**src/rtl/core/mmam_pkg.sv**
```systemverilog
`timescale 1ns / 1ps
// ----------------------------------------------------------------------------
// mmam_pkg: shared types and constants of the MIDI message action matcher
// Word layouts of the request and response channels, the stored entry
// fields, the decoded message and the status and register codes.
// ----------------------------------------------------------------------------
package mmam_pkg;

   // request word fields
   typedef struct packed {
      logic       func;
      logic [4:0] entry_index;
      logic [7:0] entry_target;
      logic       entry_kind;
      logic [6:0] entry_number;
      logic [4:0] entry_channel;
      logic       entry_momentary;
      logic       entry_button;
      logic [7:0] status_byte;
      logic [6:0] data_first;
      logic [6:0] data_second;
   } req_word_type;

   // response word fields
   typedef struct packed {
      logic       event_kind;
      logic [4:0] channel;
      logic       message_kind;
      logic [6:0] control_number;
      logic [7:0] target;
      logic [6:0] action_value;
      logic       pressed;
      logic       last;
   } rsp_word_type;

   // mapping entry without its target
   typedef struct packed {
      logic       kind;
      logic [6:0] number;
      logic [4:0] channel;
      logic       momentary;
      logic       button;
   } entry_type;

   // decoded message broadcast to the cells
   typedef struct packed {
      logic       kind;
      logic [6:0] number;
      logic [4:0] channel;
      logic [6:0] value;
      logic       release_evt;
   } msg_type;

   // request functions
   localparam logic FUNC_WRITE_ENTRY = 1'b0;
   localparam logic FUNC_MIDI        = 1'b1;

   // status nibbles
   localparam logic [3:0] STATUS_NOTE_OFF   = 4'h8;
   localparam logic [3:0] STATUS_NOTE_ON    = 4'h9;
   localparam logic [3:0] STATUS_CONTROLLER = 4'hB;

   // message kinds
   localparam logic KIND_NOTE       = 1'b0;
   localparam logic KIND_CONTROLLER = 1'b1;

   // event kinds
   localparam logic EVENT_LEARN  = 1'b0;
   localparam logic EVENT_ACTION = 1'b1;

   // register indexes (address bit 2)
   localparam logic REG_LEARN_ENABLE  = 1'b0;
   localparam logic REG_ACTION_ENABLE = 1'b1;

endpackage

```
**src/rtl/core/mmam_if.sv**
```systemverilog
`timescale 1ns / 1ps
// ----------------------------------------------------------------------------
// mmam_req_if / mmam_rsp_if: valid-ready channels of the matcher
// A word moves at a rising edge where valid and ready are both high.
// ----------------------------------------------------------------------------
interface mmam_req_if;
   import mmam_pkg::*;
   logic         valid;
   logic         ready;
   req_word_type data;
   modport source (output valid, output data, input ready);
   modport sink (input valid, input data, output ready);
endinterface

interface mmam_rsp_if;
   import mmam_pkg::*;
   logic         valid;
   logic         ready;
   rsp_word_type data;
   modport source (output valid, output data, input ready);
   modport sink (input valid, input data, output ready);
endinterface

```
**src/rtl/core/mmam_cell.sv**
```systemverilog
`timescale 1ns / 1ps
// ----------------------------------------------------------------------------
// mmam_cell: one mapping slot of the matcher chain
// Holds one entry, evaluates it against a new message on a load and
// then passes its candidate (hit flag and target) toward the head.
// ----------------------------------------------------------------------------
module mmam_cell #(
   parameter int TARGET_BITS = 8
) (
   input  logic                    clock,
   input  logic                    reset,
   input  logic                    wr_en,
   input  logic [TARGET_BITS-1:0]  wr_target,
   input  mmam_pkg::entry_type     wr_entry,
   input  logic                    load,
   input  mmam_pkg::msg_type       msg,
   input  logic                    shift,
   input  logic                    next_hit,
   input  logic [TARGET_BITS-1:0]  next_target,
   output logic                    cand_hit,
   output logic [TARGET_BITS-1:0]  cand_target
);
   import mmam_pkg::*;

   logic                   valid_ff;
   logic [TARGET_BITS-1:0] target_ff;
   entry_type              entry_ff;
   logic                   hit_ff, hit_in;
   logic [TARGET_BITS-1:0] cand_ff, cand_in;
   logic                   match;

   // entry storage, marked empty at reset
   always_ff @(posedge clock) begin
      if (reset) begin
         valid_ff <= 1'b0;
      end else if (wr_en) begin
         valid_ff <= 1'b1;
      end
      if (wr_en) begin
         target_ff <= wr_target;
         entry_ff  <= wr_entry;
      end
   end

   // match rule of one entry against the decoded message
   always_comb begin
      match = valid_ff && (target_ff != '0) && (entry_ff.kind == msg.kind)
              && (entry_ff.number == msg.number)
              && ((entry_ff.channel == 5'd0) || (entry_ff.channel == msg.channel));
      if (msg.release_evt) begin
         match = match && entry_ff.momentary;
      end else begin
         match = match && !(entry_ff.button && (msg.value == 7'd0));
      end
   end

   // candidate: load own result, then shift toward the head
   always_comb begin
      hit_in  = hit_ff;
      cand_in = cand_ff;
      if (load) begin
         hit_in  = match;
         cand_in = target_ff;
      end else if (shift) begin
         hit_in  = next_hit;
         cand_in = next_target;
      end
   end

   always_ff @(posedge clock) begin
      if (reset) begin
         hit_ff <= 1'b0;
      end else begin
         hit_ff <= hit_in;
      end
      cand_ff <= cand_in;
   end

   assign cand_hit    = hit_ff;
   assign cand_target = cand_ff;

endmodule

```
**src/rtl/core/midi_message_action_matcher_core.sv**
```systemverilog
`timescale 1ns / 1ps
// ----------------------------------------------------------------------------
// midi_message_action_matcher_core: MIDI message to action matcher
// Keeps a chain of mapping cells and turns each note or controller message
// into an optional learn event and, if enabled, one action event per match.
// ----------------------------------------------------------------------------
// Usage:
//   req (sink): func 0 words write one table cell, func 1 words carry a raw
//   MIDI message. rsp (source): result words, the final one of a message has
//   last set. csr: APB registers learn_enable at 0x0, action_enable at 0x4,
//   written by the user only while the block is idle, which it does not enforce.
//   A table write leaves the block idle. A message is decoded and all cells
//   are evaluated in the accept cycle; with actions enabled the candidates
//   then shift out of the cell chain one per cycle unless rsp holds them (with
//   actions disabled the scan is skipped). The next word is accepted only after
//   the last result of a message has passed the pending register into the
//   output register. Reset marks every cell empty and clears both registers and
//   the channels. When rsp stalls the chain holds its position once a hit finds
//   pending and output words both waiting; the output register lets one result
//   wait while the next hit is prepared.
// ----------------------------------------------------------------------------
module midi_message_action_matcher_core #(
   parameter int TABLE_ENTRIES = 32,
   parameter int TARGET_BITS   = 8
) (
   input  logic               clock,
   input  logic               reset,
   mmam_req_if.sink           req_chan,
   mmam_rsp_if.source         rsp_chan,
   input  logic               csr_psel,
   input  logic               csr_penable,
   input  logic               csr_pwrite,
   input  logic [2:0]         csr_paddr,
   input  logic [31:0]        csr_pwdata,
   output logic [31:0]        csr_prdata,
   output logic               csr_pready
);
   import mmam_pkg::*;

   localparam int CNT_W = $clog2(TABLE_ENTRIES + 1);

   localparam logic [1:0] ST_IDLE  = 2'd0;
   localparam logic [1:0] ST_SCAN  = 2'd1;
   localparam logic [1:0] ST_FLUSH = 2'd2;

   logic                   learn_en_ff, action_en_ff;
   logic [1:0]             state_ff, state_in;
   logic [CNT_W-1:0]       count_ff, count_in;
   msg_type                msg_ff, msg_in;
   rsp_word_type           pend_ff, pend_in;
   logic                   pend_valid_ff, pend_valid_in;
   rsp_word_type           out_ff, out_in;
   logic                   out_valid_ff, out_valid_in;

   logic                   req_acc, msg_ok, do_load, do_shift;
   logic                   push, out_free;
   rsp_word_type           push_word, learn_word, action_word;
   logic [3:0]             status_hi;
   msg_type                msg_dec;
   logic [TARGET_BITS+7:0] tgt_wide_wr, tgt_wide_rd;
   logic [TARGET_BITS-1:0] wr_target;
   entry_type              wr_entry;
   logic [7:0]             head_target8;

   logic                   hit     [TABLE_ENTRIES+1];
   logic [TARGET_BITS-1:0] cand_tg [TABLE_ENTRIES+1];
   logic [TABLE_ENTRIES-1:0] wr_en;

   // configuration registers
   assign csr_pready = 1'b1;

   always_ff @(posedge clock) begin
      if (reset) begin
         learn_en_ff  <= 1'b0;
         action_en_ff <= 1'b0;
      end else if (csr_psel && csr_penable && csr_pwrite) begin
         case (csr_paddr[2])
            REG_LEARN_ENABLE:  learn_en_ff  <= csr_pwdata[0];
            REG_ACTION_ENABLE: action_en_ff <= csr_pwdata[0];
            default: ;
         endcase
      end
   end

   always_comb begin
      case (csr_paddr[2])
         REG_LEARN_ENABLE:  csr_prdata = {31'd0, learn_en_ff};
         REG_ACTION_ENABLE: csr_prdata = {31'd0, action_en_ff};
         default:           csr_prdata = 32'd0;
      endcase
   end

   // message decode
   assign status_hi = req_chan.data.status_byte[7:4];
   always_comb begin
      msg_ok              = 1'b1;
      msg_dec.number      = req_chan.data.data_first;
      msg_dec.value       = req_chan.data.data_second;
      msg_dec.channel     = {1'b0, req_chan.data.status_byte[3:0]} + 5'd1;
      msg_dec.kind        = KIND_NOTE;
      msg_dec.release_evt = 1'b0;
      case (status_hi)
         STATUS_NOTE_OFF: msg_dec.release_evt = 1'b1;
         STATUS_NOTE_ON:  msg_dec.release_evt = (req_chan.data.data_second == 7'd0);
         STATUS_CONTROLLER: msg_dec.kind = KIND_CONTROLLER;
         default: msg_ok = 1'b0;
      endcase
   end

   assign req_chan.ready = (state_ff == ST_IDLE);
   assign req_acc        = req_chan.valid && req_chan.ready;
   assign do_load        = req_acc && (req_chan.data.func == FUNC_MIDI) && msg_ok;

   // table write data, target kept in TARGET_BITS
   assign tgt_wide_wr = {{TARGET_BITS{1'b0}}, req_chan.data.entry_target};
   assign wr_target   = tgt_wide_wr[TARGET_BITS-1:0];
   assign wr_entry    = '{kind:      req_chan.data.entry_kind,
                          number:    req_chan.data.entry_number,
                          channel:   req_chan.data.entry_channel,
                          momentary: req_chan.data.entry_momentary,
                          button:    req_chan.data.entry_button};

   // cell chain, cell 0 is the head
   assign hit[TABLE_ENTRIES]     = 1'b0;
   assign cand_tg[TABLE_ENTRIES] = '0;

   for (genvar i = 0; i < TABLE_ENTRIES; i++) begin : g_cell
      assign wr_en[i] = req_acc && (req_chan.data.func == FUNC_WRITE_ENTRY)
                        && (32'(req_chan.data.entry_index) == i);
      mmam_cell #(.TARGET_BITS(TARGET_BITS)) u_cell (
         .clock       (clock),
         .reset       (reset),
         .wr_en       (wr_en[i]),
         .wr_target   (wr_target),
         .wr_entry    (wr_entry),
         .load        (do_load),
         .msg         (msg_dec),
         .shift       (do_shift),
         .next_hit    (hit[i+1]),
         .next_target (cand_tg[i+1]),
         .cand_hit    (hit[i]),
         .cand_target (cand_tg[i])
      );
   end

   // result words
   assign tgt_wide_rd  = {8'd0, cand_tg[0]};
   assign head_target8 = tgt_wide_rd[7:0];

   always_comb begin
      learn_word                = '0;
      learn_word.event_kind     = EVENT_LEARN;
      learn_word.channel        = msg_dec.channel;
      learn_word.message_kind   = msg_dec.kind;
      learn_word.control_number = msg_dec.number;
      learn_word.pressed        = 1'b1;

      action_word                = '0;
      action_word.event_kind     = EVENT_ACTION;
      action_word.channel        = msg_ff.channel;
      action_word.message_kind   = msg_ff.kind;
      action_word.control_number = msg_ff.number;
      action_word.target         = head_target8;
      action_word.action_value   = msg_ff.release_evt ? 7'd0 : msg_ff.value;
      action_word.pressed        = !msg_ff.release_evt;
   end

   assign out_free = !out_valid_ff || rsp_chan.ready;
   assign do_shift = (state_ff == ST_SCAN)
                     && !(hit[0] && pend_valid_ff && !out_free);

   // sequencer: pending word waits until the next hit or the end of the chain
   always_comb begin
      state_in      = state_ff;
      count_in      = count_ff;
      msg_in        = msg_ff;
      pend_in       = pend_ff;
      pend_valid_in = pend_valid_ff;
      push          = 1'b0;
      push_word     = pend_ff;
      case (state_ff)
         ST_IDLE: begin
            if (do_load) begin
               msg_in        = msg_dec;
               pend_in       = learn_word;
               pend_valid_in = learn_en_ff && !msg_dec.release_evt;
               count_in      = CNT_W'(TABLE_ENTRIES);
               state_in      = action_en_ff ? ST_SCAN : ST_FLUSH;
            end
         end
         ST_SCAN: begin
            if (do_shift) begin
               if (hit[0]) begin
                  push          = pend_valid_ff;
                  push_word.last = 1'b0;
                  pend_in       = action_word;
                  pend_valid_in = 1'b1;
               end
               count_in = count_ff - CNT_W'(1);
               if (count_ff == CNT_W'(1)) begin
                  state_in = ST_FLUSH;
               end
            end
         end
         ST_FLUSH: begin
            if (!pend_valid_ff) begin
               state_in = ST_IDLE;
            end else if (out_free) begin
               push           = 1'b1;
               push_word.last = 1'b1;
               pend_valid_in  = 1'b0;
               state_in       = ST_IDLE;
            end
         end
         default: state_in = ST_IDLE;
      endcase
   end

   // output register
   always_comb begin
      out_valid_in = out_valid_ff;
      out_in       = out_ff;
      if (push) begin
         out_valid_in = 1'b1;
         out_in       = push_word;
      end else if (rsp_chan.ready) begin
         out_valid_in = 1'b0;
      end
   end

   always_ff @(posedge clock) begin
      if (reset) begin
         state_ff      <= ST_IDLE;
         pend_valid_ff <= 1'b0;
         out_valid_ff  <= 1'b0;
         count_ff      <= '0;
      end else begin
         state_ff      <= state_in;
         pend_valid_ff <= pend_valid_in;
         out_valid_ff  <= out_valid_in;
         count_ff      <= count_in;
      end
      msg_ff  <= msg_in;
      pend_ff <= pend_in;
      out_ff  <= out_in;
   end

   assign rsp_chan.valid = out_valid_ff;
   assign rsp_chan.data  = out_ff;

endmodule

```
**src/flat_wrapper.sv**
```systemverilog
// flat-port wrapper written by rule: the top's interface ports become plain ports
module midi_message_action_matcher_core_flat import mmam_pkg::*;
#(
   parameter int TABLE_ENTRIES = 32,
   parameter int TARGET_BITS   = 8
)
  (clock, reset, csr_psel, csr_penable, csr_pwrite, csr_paddr, csr_pwdata, csr_prdata, csr_pready, req_chan_valid, req_chan_data, req_chan_ready, rsp_chan_valid, rsp_chan_data, rsp_chan_ready);
  mmam_req_if req_chan_i ();
  mmam_rsp_if rsp_chan_i ();
  input  logic clock;
  input  logic reset;
  input  logic csr_psel;
  input  logic csr_penable;
  input  logic csr_pwrite;
  input  logic [2:0] csr_paddr;
  input  logic [31:0] csr_pwdata;
  output logic [31:0] csr_prdata;
  output logic csr_pready;
  input wire logic [$bits(req_chan_i.valid)-1:0] req_chan_valid;
  input wire logic [$bits(req_chan_i.data)-1:0] req_chan_data;
  output wire logic [$bits(req_chan_i.ready)-1:0] req_chan_ready;
  output wire logic [$bits(rsp_chan_i.valid)-1:0] rsp_chan_valid;
  output wire logic [$bits(rsp_chan_i.data)-1:0] rsp_chan_data;
  input wire logic [$bits(rsp_chan_i.ready)-1:0] rsp_chan_ready;
  assign req_chan_i.valid = req_chan_valid;
  assign req_chan_i.data = req_chan_data;
  assign req_chan_ready = req_chan_i.ready;
  assign rsp_chan_valid = rsp_chan_i.valid;
  assign rsp_chan_data = rsp_chan_i.data;
  assign rsp_chan_i.ready = rsp_chan_ready;
  midi_message_action_matcher_core #(.TABLE_ENTRIES(TABLE_ENTRIES), .TARGET_BITS(TARGET_BITS)) u_core (.clock(clock), .reset(reset), .req_chan(req_chan_i), .rsp_chan(rsp_chan_i), .csr_psel(csr_psel), .csr_penable(csr_penable), .csr_pwrite(csr_pwrite), .csr_paddr(csr_paddr), .csr_pwdata(csr_pwdata), .csr_prdata(csr_prdata), .csr_pready(csr_pready));
endmodule
```
**config.mk**
```make
export PLATFORM = sky130hd
export DESIGN_NAME = midi_message_action_matcher_core_flat
export DESIGN_NICKNAME = d
export VERILOG_FILES = /design/src/rtl/core/mmam_pkg.sv /design/src/rtl/core/mmam_if.sv /design/src/rtl/core/mmam_cell.sv /design/src/rtl/core/midi_message_action_matcher_core.sv /design/src/flat_wrapper.sv
export SDC_FILE = /design/constraint.sdc
export NUM_CORES = 2
export LEC_CHECK = 0
export ABC_AREA = 1
export BUFFER_PORTS_ARGS = -buffer_cell sky130_fd_sc_hd__buf_2
export CAP_MARGIN = 15
export CORE_UTILIZATION = 60
export CTS_CLUSTER_SIZE = 8
export DETAILED_ROUTE_END_ITERATION = 6
export HOLD_SLACK_MARGIN = 0.02
export PLACE_DENSITY = 0.82
export SETUP_SLACK_MARGIN = 0.2
export SLEW_MARGIN = 30
export SYNTH_ARGS = -nofsm -noshare
export SYNTH_HDL_FRONTEND = slang
export SYNTH_HIERARCHICAL = 1
export SYNTH_SLANG_ARGS = --single-unit
```
**constraint.sdc**
```tcl
create_clock -name clock -period 7 [get_ports clock]
set_input_delay 0.35 -clock clock [delete_from_list [all_inputs] [get_ports clock]]
set_output_delay 0.35 -clock clock [all_outputs]
set_load 0.01 [all_outputs]
```
# Word level (Yosys, flattened, before mapping)
# Index checks and enable logic that the tools add are counted.
# totals
regBits	1151
in_bits	93
out_inout_bits	66
word_cells	1069
# op_classes
add_sub_neg	2
eq_ne	138
mux	197
n_bitwise	2
reduce_logical	415
# op_table
op	n
$mux 8	64
$logic_and 1x1->1	266
$reduce_bool 8->1	32
$eq 7x7->1	32
$logic_not 5->1	33
$eq 5x5->1	32
$mux 1	113
$mux 31	3
$eq 5x5->1 const B	16
$pmux 32 s2	1
$pmux 31 s2	1
$eq 5x4->1 const B	8
$logic_not 1->1	37
$logic_or 1x1->1	33
$eq 1x1->1	32
$eq 5x3->1 const B	4
$eq 4x4->1 const B	3
$mux 2	6
$mux 6	2
$pmux 6 s2	1
$reduce_and 4->1	3
$eq 5x2->1 const B	2
$logic_not 7->1	1
$mux 7	1
19 further kinds	28

# Depth between registers and ports, before layout
# depth
word_depth	9
ltp_mapped	13
mapped_depth_nobuf	12

# By module
# The synthesis kept the hierarchy.
# modules_own_cells
module	n_inst	cells_per_inst	area_per_inst_um2	seq_area_each_um2
mmam_cell	32	149	1465.2	970.9
midi_message_action_matcher_core	1	424	4245.3	2702.6

# Worst setup path after synthesis
# Ideal clock, no wire load.
# synth_path
path_kind	in2reg
startpoint	in req_chan_data[18]
endpoint	reg u_core.msg_ff (netlist bit u_core/action_word[24]) (data pin)
arrival_time_ps	3618
setup_slack_ps	2555
cell_stages	2
n_path_buf	0
cell_sequence	inv_1 nor3_1
# synth_lines
element	line	rtl
start, declared	flat_wrapper.sv:20	input wire logic [$bits(req_chan_i.data)-1:0] req_chan_data;
end signal, assigned	midi_message_action_matcher_core.sv:243	msg_ff <= msg_in;
end, declared	midi_message_action_matcher_core.sv:49	msg_type msg_ff, msg_in;

# Final worst setup path
# layout_path
startpoint	reg u_core.state_ff[0]
endpoint	reg u_core.g_cell[17].u_cell.cand_ff[0] (enable)
# layout_via
elab_chain_len	5
# layout_lines
element	line	rtl
start, declared	midi_message_action_matcher_core.sv:47	logic [1:0] state_ff, state_in;
start signal, assigned	midi_message_action_matcher_core.sv:238	state_ff <= state_in;
$logic_not 2->1	midi_message_action_matcher_core.sv:110	assign req_chan.ready = (state_ff == ST_IDLE);
$logic_and 1x1->1	midi_message_action_matcher_core.sv:111	assign req_acc = req_chan.valid && req_chan.ready;
$logic_and 1x1->1 (2 in series)	midi_message_action_matcher_core.sv:112	assign do_load = req_acc && (req_chan.data.func == FUNC_MIDI) && msg_ok;
net u_core.do_load	midi_message_action_matcher_core.sv:55	logic req_acc, msg_ok, do_load, do_shift;
$reduce_bool 2->1 (no source line)	-	
end signal, assigned	mmam_cell.sv:76	cand_ff <= cand_in;
end, declared	mmam_cell.sv:29	logic [TARGET_BITS-1:0] cand_ff, cand_in;
# The timed path passes the listed nets, and every way through them passes these cells.
# A chain may end at the register's enable or synchronous reset.

==> results.toml <==
[power_and_ir_drop]
p_per_area_nw_per_um2 = 298.7
ir_worst_vdd_mv = 0.2923
p_leak_uw = 0.02481

[synthesis]
yosysTopAreaCell = "edfxtp_1"
syn_inst = 5192
ys_top_cells_by_area = "edfxtp_1 63%, nand2_1 14%, inv_1 5.1%, nor2_1 4.7%, dfxtp_1 3.0%"
syn-cell-area_um2 = 51130
synth_seq_area_share_pct = 66.05
ys_warn_count = 6
synth_top_area_share_pct = 63.08
syn_avg_cell_area_um2 = 9.848
ys_ff_latch = 1150
ys_types = 31

[critical_path]
cp.arrival_ps = 4170
rr_endpoint = "u_core/g_cell[17].u_cell/cand_target[0]"
r2r_start = "u_core/state_ff[0]"
cpPeakStageDelay_ps = 740
crit_top_cell = "nand2_1"
setup.worst_path.class = "register to register"
crit_family = "buffers and inverters"
reg2reg_slack_ps = 3210
path_cells = "inv_1, ha_1, nand2_1, nor2_2, nand3_2, inv_8, buf_4, inv_2, nand2_1"
critical_path.max_fanout = 109
required_ps = 7390
worstSetupStartpointType = "register"
rr_worst_depth = 9
end_kind = "register"
path_depth = 9
slowest_stage = "buf_4"
path_buf_inv = 4

[timing]
clock_skew_ps = 33.35
worst_pin_slew_ps = 1050
fin_tns_setup_ps = 0
fmax_mhz = 264.0
setup_viol_count_final = 0
rsz0062_at_grt = "false"
relSlewSlack_pct = 30.03
hold_viol = 0
finalCritPeriodShare_pct = 54.12
final_max_slew_viol_count = 0
holdWs_ps = 69.63
min_period_ps = 3788

[hold_path]
holdPathStages = 2
hold_path.class = "primary input to register"
worstHoldStart = "reset"
min_to = "u_core/count_ff[3]"

[global_route]
grtUsageMet2_pct = 49.06
use_met3_pct = 6.571
grt_pass1_wl_um = 189600
grt_overflow = 0
antenna_found_initial = 11
track_usage_pct = 29.09
grt_max_degree = 142
grt.busiest_layer = "met2"
grt_pass1_vias = 35820
grt_use_met1_pct = 35.62

[finish]
nFillCells = 5471
utilization_pct = 69.16
stdcell_count = 6710
fin_area_um2 = 58060
seqCellArea_um2 = 33770
nets = 5559
area_delta_synth_final_pct = 13.55
multi_input_area_um2 = 14200
drive_gt1_share_pct = 10.44

[floorplan]
die_h_um = 293.9
die_w_um = 293.9
row_count = 106
die_area_um2 = 86390
start_util_pct = 60.90
io_pins = 159
core_area_um2 = 83950

[clocking]
h-tree-depth = 4
clkTransAtPathRegs_ps = 50
cts_tree = "built"
clk_latency_ps = 750
cts_root_buffer = "clkbuf_16"
cts.sinks = 1150
clockBufferDepth = 3
cts_buffers = 161

[placement]
placed_cell_area_um2 = 53190
place_inst = 6420
port_buffers = 93
gp_congestion = 0.8822
dp_hpwl_um = 68850

[outcome]
status = "finished, final reports clean"

[detailed_routing]
dr.pass1.iters = 7
wl_um = 124600
antenna_left = 0
post-route-drc-count = 0
vias = 36240
drtIter0Drc = 3942
avgRoutedWirePerCell_um = 18.57
vias_per_cell = 5.400

[job]
cap_viol_max_count = 0
[kinds of logic (layout without fill, tap and decap cells)]
group                      after synthesis  count (layout)  share of synthesized area, %
other                                    2              44                       0.01469
and+or+nand+nor                       2956            2956                         23.01
adders and majority gates                7               7                        0.1713
AOI/OAI and AO/OA                      116             116                         1.544
DFF                                   1150            1150                         66.05
xor gates and xnor gates                99              99                         2.166
buffers and inverters                  862            1204                         7.038
[area by class of cell]
class / count / area share (%)
antenna: 3 / 0.01293
clock buffer: 265 / 7.685
clock inverter: 12 / 0.4181
inverter: 790 / 5.120
multi-input combinational: 3219 / 24.46
sequential: 1150 / 58.17
tap: 1134 / 2.444
timing repair buffer: 137 / 1.685
[metal layers]
metal	part of all wire, %	vias up
met2	49	2001
met1	36	16880
li1	-	16920
met5	0.064	-
met3	11	426
met4	4.1	12
[power breakdown]
group,internal [µW],leakage [µW],total [µW],switching (µW)
logic,447,0.0122,1640,1200
registers,8290,0.0103,8510,224
clock network,4330,0.00223,7180,2850
[worst max path at each step]
stage                       start                                 endpoint
2_1_floorplan   req_chan_data[18]                   u_core/action_word[24]
3_3_place_gp   u_core/state_ff[0]    u_core/g_cell[22].u_cell/target_ff[1]
3_5_place_dp   u_core/state_ff[0]  u_core/g_cell[18].u_cell/cand_target[4]
4_1_cts        u_core/state_ff[0]  u_core/g_cell[18].u_cell/cand_target[4]
5_1_grt        u_core/state_ff[0]  u_core/g_cell[17].u_cell/cand_target[0]
6_report       u_core/state_ff[0]  u_core/g_cell[17].u_cell/cand_target[0]
[repair_timing]
action | CTS | global route
buffers inserted | 0 | 0
resized for setup | 0 | 0
hold buffers | 8 | 0
endpoints found under the hold margin | 4 | 0
[flip-flops by register name, summed over array words and instances, names as in the netlist]
register / count
u_core/learn_en_ff: 1
u_core/g_cell.u_cell/target_ff: 256
u_core/g_cell.u_cell/cand_target: 256
u_core/g_cell.u_cell/entry_ff: 480
u_core/pend_valid_ff: 1
u_core/pend_ff: 30
u_core/msg_ff: 8
u_core/rsp_chan.data: 31
u_core/g_cell.u_cell/valid_ff: 32
u_core/rsp_chan.valid: 1
u_core/state_ff: 2
u_core/count_ff: 6
u_core/action_word: 13
u_core/g_cell.u_cell/cand_hit: 32
u_core/action_en_ff: 1
[per-stage QoR]
stage	worst slack [ps]	power [µW]
after floorplan	2555	9576
after global placement	3401	10110
after detailed placement	3360	10210
after CTS	3334	17360
after global routing	3082	17920
final	3212	17340
[cells in the mapped netlist, drive strengths merged]
library cell / number
edfxtp: 1074
xnor2: 97
o21bai: 32
nor2: 679
nand3b: 33
nand2: 1993
nor3: 37
a221oi: 1
o21ai: 39
conb: 2
ha: 7
a21oi: 43
nand4: 35
nand3: 178
buf: 67
dfxtp: 76
clkbuf: 5
a31oi: 1
inv: 790
xor2: 2
or2: 1
[worst reg2reg max path, cell delays in order (launching register included)]
cell and delay (ps):
dfxtp_1 340, inv_1 90, ha_1 320, nand2_1 180, nor2_2 120, nand3_2 210
inv_8 660, buf_4 850, inv_2 300, nand2_1 370
[layout by cell type, fill, tap and decap left out, types with 39 or more instances in the layout]
| cell | synthesis | final |
|---|---|---|
| nand2_1 | 1960 | 1957 |
| edfxtp_1 | 1074 | 1074 |
| inv_1 | 692 | 690 |
| nor2_1 | 645 | 612 |
| nand3_1 | 176 | 176 |
| clkbuf_16 | 0 | 163 |
| clkbuf_1 | 5 | 102 |
| inv_2 | 98 | 99 |
| buf_2 | 2 | 78 |
| dfxtp_1 | 76 | 76 |
| xnor2_1 | 65 | 65 |
| buf_4 | 32 | 44 |
| nor2_2 | 34 | 42 |
| conb_1 | 2 | 41 |
| o21ai_0 | 39 | 39 |
No activity file was read; power rests on OpenSTA's default activity.
